$ cat src/hw/rtl/fixed_point_biquad_tdf2_unit_macros.svh
// ----------------------------------------------------------------------------
// Biquad unit assertion macros
// Clocked, reset-gated property checks shared by the biquad RTL.
// ----------------------------------------------------------------------------
`ifndef FIXED_POINT_BIQUAD_TDF2_UNIT_MACROS_SVH
`define FIXED_POINT_BIQUAD_TDF2_UNIT_MACROS_SVH

// consequent checked in the same cycle
`define FPB_ASSERT_SAME(label, ante, cons, msg) \
  label: assert property (@(posedge clk_i) disable iff (!rst_ni) (ante) |-> (cons)) \
    else $error(msg);

// consequent checked in the next cycle
`define FPB_ASSERT_NEXT(label, ante, cons, msg) \
  label: assert property (@(posedge clk_i) disable iff (!rst_ni) (ante) |=> (cons)) \
    else $error(msg);

`endif

$ cat src/hw/rtl/fpb_pkg.sv
// ----------------------------------------------------------------------------
// Biquad unit package
// Widths, coefficient codes, control word layout and the microcode program.
// ----------------------------------------------------------------------------
package fpb_pkg;

  localparam int unsigned FRAC_BITS_DEF   = 16;
  localparam int unsigned SAMPLE_BITS_DEF = 16;
  localparam int unsigned COEF_BITS       = 24;
  localparam int unsigned ACC_BITS        = 48;
  localparam int unsigned HALF_BITS       = 24;
  localparam int unsigned NUM_COEF        = 5;
  localparam int unsigned CFG_IDX_W       = 3;
  localparam int unsigned PC_W            = 3;

  typedef logic [PC_W-1:0] pc_t;

  localparam pc_t PC_START = 3'd0;
  localparam pc_t PC_FIRST = 3'd1;

  typedef enum logic [2:0] {
    COEF_FEED0 = 3'd0,
    COEF_FEED1 = 3'd1,
    COEF_FEED2 = 3'd2,
    COEF_BACK1 = 3'd3,
    COEF_BACK2 = 3'd4
  } coef_idx_e;

  localparam logic [COEF_BITS-1:0] COEF_RESET [NUM_COEF] = '{
    24'h010000, 24'h000000, 24'h000000, 24'h000000, 24'h000000
  };

  typedef enum logic [1:0] {
    MA_SIN,
    MA_SMP,
    MA_ALO,
    MA_AHI
  } mul_a_e;

  typedef enum logic [1:0] {
    AS_W,
    AS_D1,
    AS_D2,
    AS_ZERO
  } alu_src_e;

  typedef enum logic [1:0] {
    SH_NONE,
    SH_ASR,
    SH_SHL
  } shift_e;

  typedef enum logic {
    OP_ADD,
    OP_SUB
  } alu_op_e;

  typedef enum logic [2:0] {
    DST_NONE,
    DST_ACC,
    DST_W,
    DST_D1,
    DST_D2
  } alu_dst_e;

  typedef struct packed {
    logic      wait_in;
    logic      emit;
    logic      jump;
    pc_t       target;
    mul_a_e    mul_a;
    coef_idx_e mul_b;
    alu_src_e  src;
    alu_op_e   op;
    shift_e    shift;
    alu_dst_e  dst;
  } ctrl_word_t;

  function automatic ctrl_word_t step(
    logic wait_in, logic emit, logic jump, pc_t target,
    mul_a_e mul_a, coef_idx_e mul_b,
    alu_src_e src, alu_op_e op, shift_e shift, alu_dst_e dst
  );
    ctrl_word_t cw;
    cw.wait_in = wait_in;
    cw.emit    = emit;
    cw.jump    = jump;
    cw.target  = target;
    cw.mul_a   = mul_a;
    cw.mul_b   = mul_b;
    cw.src     = src;
    cw.op      = op;
    cw.shift   = shift;
    cw.dst     = dst;
    return cw;
  endfunction

  // one step per row; the multiply of a row feeds the ALU of the next row
  function automatic ctrl_word_t microcode(pc_t pc);
    ctrl_word_t cw;
    unique case (pc)
      3'd0: cw = step(1'b1, 1'b0, 1'b0, PC_START, MA_SIN, COEF_FEED0,
                      AS_ZERO, OP_ADD, SH_NONE, DST_NONE);
      3'd1: cw = step(1'b0, 1'b0, 1'b0, PC_START, MA_SMP, COEF_FEED1,
                      AS_D1, OP_ADD, SH_NONE, DST_ACC);
      3'd2: cw = step(1'b0, 1'b0, 1'b0, PC_START, MA_ALO, COEF_BACK1,
                      AS_D2, OP_ADD, SH_NONE, DST_W);
      3'd3: cw = step(1'b0, 1'b0, 1'b0, PC_START, MA_AHI, COEF_BACK1,
                      AS_W, OP_SUB, SH_ASR, DST_W);
      3'd4: cw = step(1'b0, 1'b0, 1'b0, PC_START, MA_SMP, COEF_FEED2,
                      AS_W, OP_SUB, SH_SHL, DST_D1);
      3'd5: cw = step(1'b0, 1'b0, 1'b0, PC_START, MA_ALO, COEF_BACK2,
                      AS_ZERO, OP_ADD, SH_NONE, DST_W);
      3'd6: cw = step(1'b0, 1'b0, 1'b0, PC_START, MA_AHI, COEF_BACK2,
                      AS_W, OP_SUB, SH_ASR, DST_W);
      3'd7: cw = step(1'b0, 1'b1, 1'b1, PC_START, MA_SMP, COEF_FEED0,
                      AS_W, OP_SUB, SH_SHL, DST_D2);
      default: cw = step(1'b1, 1'b0, 1'b1, PC_START, MA_SIN, COEF_FEED0,
                         AS_ZERO, OP_ADD, SH_NONE, DST_NONE);
    endcase
    return cw;
  endfunction

endpackage

$ cat src/hw/rtl/fixed_point_biquad_tdf2_unit.sv
// ----------------------------------------------------------------------------
// Fixed-point biquad, transposed direct form II
// Microcoded sequencer around one shared multiplier and one 48-bit adder.
// ----------------------------------------------------------------------------
// A sample is taken when in_valid_i is high and in_stall_o is low; in_stall_o
// is low only in the start step. Each sample runs an 8-step program, so a new
// sample is taken only once the program is back in the start step, and its
// result is loaded into the output register when the last step advances. The
// program length is set by the single multiplier: seven products per sample (each
// feedback product is split into two 24-bit halves of the accumulator). A
// result held by out_stall_i holds the last step. Coefficients must be written
// through the config port only while the unit is idle, which the unit does not
// enforce; writes to an index beyond the five coefficients are dropped.
`include "fixed_point_biquad_tdf2_unit_macros.svh"

module fixed_point_biquad_tdf2_unit #(
  parameter int unsigned FRAC_BITS   = fpb_pkg::FRAC_BITS_DEF,
  parameter int unsigned SAMPLE_BITS = fpb_pkg::SAMPLE_BITS_DEF
) (
  input  logic                                clk_i,
  input  logic                                rst_ni,
  input  logic                                in_valid_i,
  output logic                                in_stall_o,
  input  logic signed [SAMPLE_BITS-1:0]       sample_in_i,
  output logic                                out_valid_o,
  input  logic                                out_stall_i,
  output logic signed [SAMPLE_BITS-1:0]       sample_out_o,
  output logic                                clipped_o,
  input  logic                                cfg_valid_i,
  output logic                                cfg_ready_o,
  input  logic [fpb_pkg::CFG_IDX_W-1:0]       cfg_index_i,
  input  logic [fpb_pkg::COEF_BITS-1:0]       cfg_data_i
);

  localparam int unsigned ACC_W   = fpb_pkg::ACC_BITS;
  localparam int unsigned HALF_W  = fpb_pkg::HALF_BITS;
  localparam int unsigned COEF_W  = fpb_pkg::COEF_BITS;
  localparam int unsigned MUL_A_W = (SAMPLE_BITS > HALF_W + 1) ? SAMPLE_BITS : HALF_W + 1;
  localparam int unsigned PROD_W  = MUL_A_W + COEF_W;
  localparam int unsigned SHL_AMT = HALF_W - FRAC_BITS;

  localparam logic signed [ACC_W-1:0] LIM_HI =
    ACC_W'((longint'(1) << (SAMPLE_BITS - 1)) - longint'(1));
  localparam logic signed [ACC_W-1:0] LIM_LO = ~LIM_HI;
  localparam logic signed [SAMPLE_BITS-1:0] SAT_MAX = LIM_HI[SAMPLE_BITS-1:0];
  localparam logic signed [SAMPLE_BITS-1:0] SAT_MIN = LIM_LO[SAMPLE_BITS-1:0];

  fpb_pkg::ctrl_word_t cw;
  fpb_pkg::pc_t        pc_q, pc_d;

  logic signed [COEF_W-1:0]      coef_q [fpb_pkg::NUM_COEF];
  logic signed [COEF_W-1:0]      coef_d [fpb_pkg::NUM_COEF];
  logic signed [SAMPLE_BITS-1:0] smp_q, smp_d;
  logic signed [PROD_W-1:0]      p_q, p_d;
  logic [ACC_W-1:0]              acc_q, acc_d;
  logic [ACC_W-1:0]              w_q, w_d;
  logic [ACC_W-1:0]              d1_q, d1_d;
  logic [ACC_W-1:0]              d2_q, d2_d;
  logic                          out_valid_q, out_valid_d;
  logic signed [SAMPLE_BITS-1:0] sample_out_q, sample_out_d;
  logic                          clipped_q, clipped_d;

  logic                          in_xfer;
  logic                          out_busy;
  logic                          advance;
  logic                          emit_go;
  logic signed [MUL_A_W-1:0]     mul_a;
  logic signed [COEF_W-1:0]      mul_b;
  logic signed [PROD_W-1:0]      p_asr;
  logic signed [PROD_W-1:0]      p_shl;
  logic [ACC_W-1:0]              addend;
  logic [ACC_W-1:0]              src;
  logic [ACC_W-1:0]              alu_res;
  logic signed [ACC_W-1:0]       y_full;
  logic signed [ACC_W-1:0]       y_sat;
  logic                          y_clip;

  assign cw       = fpb_pkg::microcode(pc_q);
  assign in_xfer  = in_valid_i && cw.wait_in;
  assign out_busy = out_valid_q && out_stall_i;
  assign advance  = (!cw.wait_in || in_valid_i) && (!cw.emit || !out_busy);
  assign emit_go  = cw.emit && advance;

  assign in_stall_o   = !cw.wait_in;
  assign out_valid_o  = out_valid_q;
  assign sample_out_o = sample_out_q;
  assign clipped_o    = clipped_q;
  assign cfg_ready_o  = 1'b1;

  // sequencer
  always_comb begin
    pc_d = pc_q;
    if (advance) begin
      pc_d = cw.jump ? cw.target : fpb_pkg::pc_t'(pc_q + 1'b1);
    end
  end

  // coefficient registers
  always_comb begin
    for (int i = 0; i < fpb_pkg::NUM_COEF; i++) begin
      coef_d[i] = coef_q[i];
    end
    if (cfg_valid_i && (cfg_index_i < fpb_pkg::CFG_IDX_W'(fpb_pkg::NUM_COEF))) begin
      coef_d[cfg_index_i] = signed'(cfg_data_i);
    end
  end

  // multiplier operands
  always_comb begin
    unique case (cw.mul_a)
      fpb_pkg::MA_SIN: mul_a = MUL_A_W'(sample_in_i);
      fpb_pkg::MA_SMP: mul_a = MUL_A_W'(smp_q);
      fpb_pkg::MA_ALO: mul_a = MUL_A_W'(signed'({1'b0, acc_q[HALF_W-1:0]}));
      fpb_pkg::MA_AHI: mul_a = MUL_A_W'(signed'(acc_q[ACC_W-1:HALF_W]));
      default:         mul_a = '0;
    endcase
  end

  always_comb begin
    unique case (cw.mul_b)
      fpb_pkg::COEF_FEED0: mul_b = coef_q[fpb_pkg::COEF_FEED0];
      fpb_pkg::COEF_FEED1: mul_b = coef_q[fpb_pkg::COEF_FEED1];
      fpb_pkg::COEF_FEED2: mul_b = coef_q[fpb_pkg::COEF_FEED2];
      fpb_pkg::COEF_BACK1: mul_b = coef_q[fpb_pkg::COEF_BACK1];
      fpb_pkg::COEF_BACK2: mul_b = coef_q[fpb_pkg::COEF_BACK2];
      default:             mul_b = '0;
    endcase
  end

  always_comb begin
    p_d = p_q;
    if (advance) begin
      p_d = mul_a * mul_b;
    end
  end

  // adder with scaled product
  assign p_asr = p_q >>> FRAC_BITS;
  assign p_shl = p_q << SHL_AMT;

  always_comb begin
    unique case (cw.shift)
      fpb_pkg::SH_NONE: addend = p_q[ACC_W-1:0];
      fpb_pkg::SH_ASR:  addend = p_asr[ACC_W-1:0];
      fpb_pkg::SH_SHL:  addend = p_shl[ACC_W-1:0];
      default:          addend = '0;
    endcase
  end

  always_comb begin
    unique case (cw.src)
      fpb_pkg::AS_W:    src = w_q;
      fpb_pkg::AS_D1:   src = d1_q;
      fpb_pkg::AS_D2:   src = d2_q;
      fpb_pkg::AS_ZERO: src = '0;
      default:          src = '0;
    endcase
  end

  assign alu_res = (cw.op == fpb_pkg::OP_SUB) ? (src - addend) : (src + addend);

  always_comb begin
    acc_d = acc_q;
    w_d   = w_q;
    d1_d  = d1_q;
    d2_d  = d2_q;
    smp_d = smp_q;
    if (in_xfer) begin
      smp_d = sample_in_i;
    end
    if (advance) begin
      unique case (cw.dst)
        fpb_pkg::DST_NONE: ;
        fpb_pkg::DST_ACC:  acc_d = alu_res;
        fpb_pkg::DST_W:    w_d   = alu_res;
        fpb_pkg::DST_D1:   d1_d  = alu_res;
        fpb_pkg::DST_D2:   d2_d  = alu_res;
        default: ;
      endcase
    end
  end

  // output saturation
  assign y_full = signed'(acc_q) >>> FRAC_BITS;

  always_comb begin
    priority if (y_full > LIM_HI) begin
      y_sat  = LIM_HI;
      y_clip = 1'b1;
    end else if (y_full < LIM_LO) begin
      y_sat  = LIM_LO;
      y_clip = 1'b1;
    end else begin
      y_sat  = y_full;
      y_clip = 1'b0;
    end
  end

  always_comb begin
    out_valid_d  = out_valid_q && out_stall_i;
    sample_out_d = sample_out_q;
    clipped_d    = clipped_q;
    if (emit_go) begin
      out_valid_d  = 1'b1;
      sample_out_d = y_sat[SAMPLE_BITS-1:0];
      clipped_d    = y_clip;
    end
  end

  always_ff @(posedge clk_i or negedge rst_ni) begin
    if (!rst_ni) begin
      pc_q        <= fpb_pkg::PC_START;
      out_valid_q <= 1'b0;
      d1_q        <= '0;
      d2_q        <= '0;
      for (int i = 0; i < fpb_pkg::NUM_COEF; i++) begin
        coef_q[i] <= fpb_pkg::COEF_RESET[i];
      end
    end else begin
      pc_q        <= pc_d;
      out_valid_q <= out_valid_d;
      d1_q        <= d1_d;
      d2_q        <= d2_d;
      for (int i = 0; i < fpb_pkg::NUM_COEF; i++) begin
        coef_q[i] <= coef_d[i];
      end
    end
  end

  always_ff @(posedge clk_i) begin
    smp_q        <= smp_d;
    p_q          <= p_d;
    acc_q        <= acc_d;
    w_q          <= w_d;
    sample_out_q <= sample_out_d;
    clipped_q    <= clipped_d;
  end

  `FPB_ASSERT_NEXT(a_in_starts_program, in_xfer, pc_q == fpb_pkg::PC_FIRST, "program did not start")
  `FPB_ASSERT_NEXT(a_emit_loads_output, emit_go, out_valid_o, "result not loaded")
  `FPB_ASSERT_NEXT(a_output_drains, out_valid_o && !out_stall_i && !emit_go, !out_valid_o, "result repeated")
  `FPB_ASSERT_SAME(a_clip_at_bound, out_valid_o && clipped_o, sample_out_o == SAT_MAX || sample_out_o == SAT_MIN, "clipped value off bound")

endmodule
$ cat config.mk
export PLATFORM = sky130hd
export DESIGN_NAME = fixed_point_biquad_tdf2_unit
export DESIGN_NICKNAME = d
export VERILOG_FILES = /design/src/hw/rtl/fpb_pkg.sv /design/src/hw/rtl/fixed_point_biquad_tdf2_unit.sv
export VERILOG_INCLUDE_DIRS = /design/src /design/src/hw/rtl
export SDC_FILE = /design/constraint.sdc
export NUM_CORES = 2
export LEC_CHECK = 0
export BUFFER_PORTS_ARGS = -buffer_cell sky130_fd_sc_hd__buf_2
export CAP_MARGIN = 20
export CORE_UTILIZATION = 40
export DETAILED_ROUTE_END_ITERATION = 7
export PLACE_DENSITY = 0.65
export SETUP_SLACK_MARGIN = 0.1
export SYNTH_ARGS = -nofsm -noshare
export SYNTH_HDL_FRONTEND = slang
export SYNTH_SLANG_ARGS = --single-unit
$ cat constraint.sdc
create_clock -name clk_i -period 12.6 [get_ports clk_i]
set_input_delay 0.63 -clock clk_i [delete_from_list [all_inputs] [get_ports clk_i]]
set_output_delay 0.63 -clock clk_i [all_outputs]
set_load 0.02 [all_outputs]
==> impl_metrics.toml <==
[layout]
nNetsFinal = 5294
fin_area_um2 = 46400
fillers = 10137
syn_to_final_growth_pct = 8.28
drive_gt1_frac = 0.0982
final_cells = 5855

[place]
place_congestion = 0.957
dpl.cell_count = 5771
hpwl_um = 101000
portBuffers = 66
place_area_um2 = 44900

[clocking]
clk_latency_ns = 0.61
clkTransAtPathRegs_ns = 0.07
cts-root-buf = "clkbuf_16"
numCtsBuffers = 45
clock_sinks = 398
cts_buffer_depth = 3
cts_tree = "done"
postCtsSetupRepairBufs = 0
ctsHoldBuffers = 0
htreeDepth = 2
ctsResizeCount = 0

[sta]
finalMaxSlewViolations = 0
fmax_mhz = 91.6
period_needed_ns = 10.92
slew_headroom = 0.267
worstMarginPinSlew_ns = 1.09
clock_skew_ns = 0.0325
rsz0062_at_grt = "no"
hold_viol = 0
finalCritPeriodShare = 0.866
setup_viol = 0
tns_ns = 0

[detailed_routing]
drt-total-wl_um = 131000
wl_per_cell_um = 22.3
vias = 32746
initialDrtViolationCount = 3119
vias_per_cell = 5.59
postRouteAntennaNets = 0
post-route-drc-count = 1
first_pass_iters = 8

[setup_path]
critical_path_required_ns = 12.93
path_max_fanout = 24
path_class = "flop to flop"
ff2ff_path_depth = 31
critPathLaunch = "pc_q[0]"
cp-endpoint = "p_q[48]"
path_buf_inv = 6
critPathTopFamily = "adder cells"
critPathMaxStageDelay_ns = 0.76
cp.depth = 31
cp-start-kind = "flop"
rr_endpoint = "p_q[48]"
slowest_stage = "nand2_1"
crit_path_frequent_cell = "fa_1"
crit_arrival_ns = 11.24
r2r_start = "pc_q[0]"
ff2ff_setup_slack_ns = 1.68
endpoint_kind = "flop"

[synthesis]
postSynth.asyncResetShare = 0.553
synthSimpleGateAreaFrac = 0.127
synth_area_um2 = 42800
synth.avg_cell_area_um2 = 9.65
ys_seq_area_frac = 0.253
ys.flop_type = "dfrtp_1"
synth_edf_count = 178
synth_mux_area_frac = 0.0493
syn-num-nets = 5305
synth_top_area_frac = 0.294
synth_compound_area_frac = 0.109
synthAdderAreaFrac = 0.350
yosys_register_bits = 398
synthCells = 4438
synth_top_area_cell = "fa_1"
synthXorXnorAreaFrac = 0.0266
yosysWarnings = 0
yosysUniqueCellTypes = 85
synth_area_leaders = "fa_1 29%, dfrtp_1 13%, edfxtp_1 12%"
synth_top_family_by_area = "adder cells"

[grt]
grt_pass1_wl_um = 201000
grt_start_max_net_pins = 94
track_usage = 0.244
overflow = 0
antenna_found_initial = 8
grt_pass1_vias = 33063

[worst_hold_path]
hold_path.class = "input port to async pin"

[run]
drv_cap = 0

[die]
coreArea_um2 = 106000
start_util = 0.405
die_h_um = 329
dieArea_um2 = 108000
dieWidth_um = 329
num_io_pins = 68
fp-row-count = 119

[run_status]
outcome = "finished, violations left"
violations = "design-rule violations"
cells in the final DEF (no fill, tap or decap), drive strengths merged, types with 93 or more instances in the layout:
cell,netlist,layout
o21ai,148,148
nand2,763,763
fa,630,630
a22oi,93,93
edfxtp,178,178
inv,741,746
dfrtp,219,219
and2,93,93
buf,21,153
ha,189,189
a21oi,160,160
nor2,207,207
mux2,155,155
kinds of logic (layout without fill, tap and decap cells):
| logic type | count (synthesis) | after routing |
|---|---|---|
| AO/OA/AOI/OAI | 700 | 700 |
| buffers and inverters | 953 | 977 |
| multiplexers | 178 | 178 |
| XOR/XNOR | 130 | 130 |
| AND/OR/NAND/NOR | 1259 | 1259 |
| other | 1 | 3 |
| flip-flops | 398 | 398 |
| adder cells (fa/ha/maj) | 819 | 819 |
worst reg2reg max path: cells and delay by family, from the launching register on:
kind	cells	cell delay (ns)
fa+ha+maj	9	4.55
buf+inv	6	0.50
compound gates	8	2.51
flops	1	0.58
simple gates	8	2.53
routing by layer:
| layer | GRT usage | vias to the layer above | wire (um) |
|---|---|---|---|
| li1 | - | 14315 | - |
| met1 | 0.332 | 16523 | 53200 |
| met2 | 0.388 | 1620 | 59700 |
| met3 | 0.0422 | 282 | 11900 |
| met4 | 0.0970 | 6 | 5970 |
| met5 | 0 | - | 81 |
state kept, by name, summed over array words and instances (netlist names):
signal	count
acc_q	48
w_q	48
coef_q	120
p_q	49
pc_q	3
clipped_o	1
smp_q	16
d2_q	48
sample_out_o	16
out_valid_o	1
d1_q	48
cells in the mapped netlist, types with 19 or more instances:
| cell | n |
|---|---|
| nor2b_1 | 21 |
| o31ai_1 | 19 |
| ha_1 | 189 |
| a221o_1 | 20 |
| a22oi_1 | 93 |
| nand3_1 | 38 |
| mux2_2 | 155 |
| clkbuf_1 | 190 |
| dfrtp_1 | 219 |
| xnor2_1 | 87 |
| nor3_1 | 29 |
| fa_1 | 630 |
| inv_1 | 741 |
| o21a_1 | 19 |
| a21oi_1 | 160 |
| xor2_1 | 43 |
| and2_1 | 93 |
| a21o_1 | 67 |
| a31oi_1 | 21 |
| o21ai_0 | 139 |
| nor2_1 | 207 |
| edfxtp_1 | 178 |
| nand2_1 | 763 |
| a222oi_1 | 21 |
worst min path at each step:
stage / start / endpoint / slack (ns) / depth (start not counted)
CTS: rst_ni / coef_q[78] / 0.06 / 1
global placement: d1_q[8] / d1_q[8] / 0.46 / 2
floorplan: rst_ni / coef_q[0] / 0.33 / 0
finish: rst_ni / coef_q[78] / 0.06 / 1
detailed placement: d1_q[15] / d1_q[15] / 0.46 / 2
global route: rst_ni / coef_q[80] / 0.09 / 1
metrics by stage:
step	setup WS, ns	hold slack, ns	utilization
floorplan	3.36	0.334	-
CTS	1.84	0.0595	0.439
finish	1.68	0.0556	0.439
global route	1.07	0.0913	0.439
detailed placement	1.90	0.463	0.424
global placement	2.05	0.458	0.424
cell type report:
cell class	instances	area, um^2	area share
multi-input cells	3087	28500	0.614
well taps	1391	1740	0.0375
clock inverters	27	313	0.00674
clock buffers	55	1200	0.0260
flip-flops and latches	398	10900	0.234
diodes	2	5.00	0.000108
repair buffers	153	993	0.0214
inverters	742	2790	0.0601
Power is not shown: default switching activity piles up to over one toggle a cycle in this logic, so the estimate is an artifact.
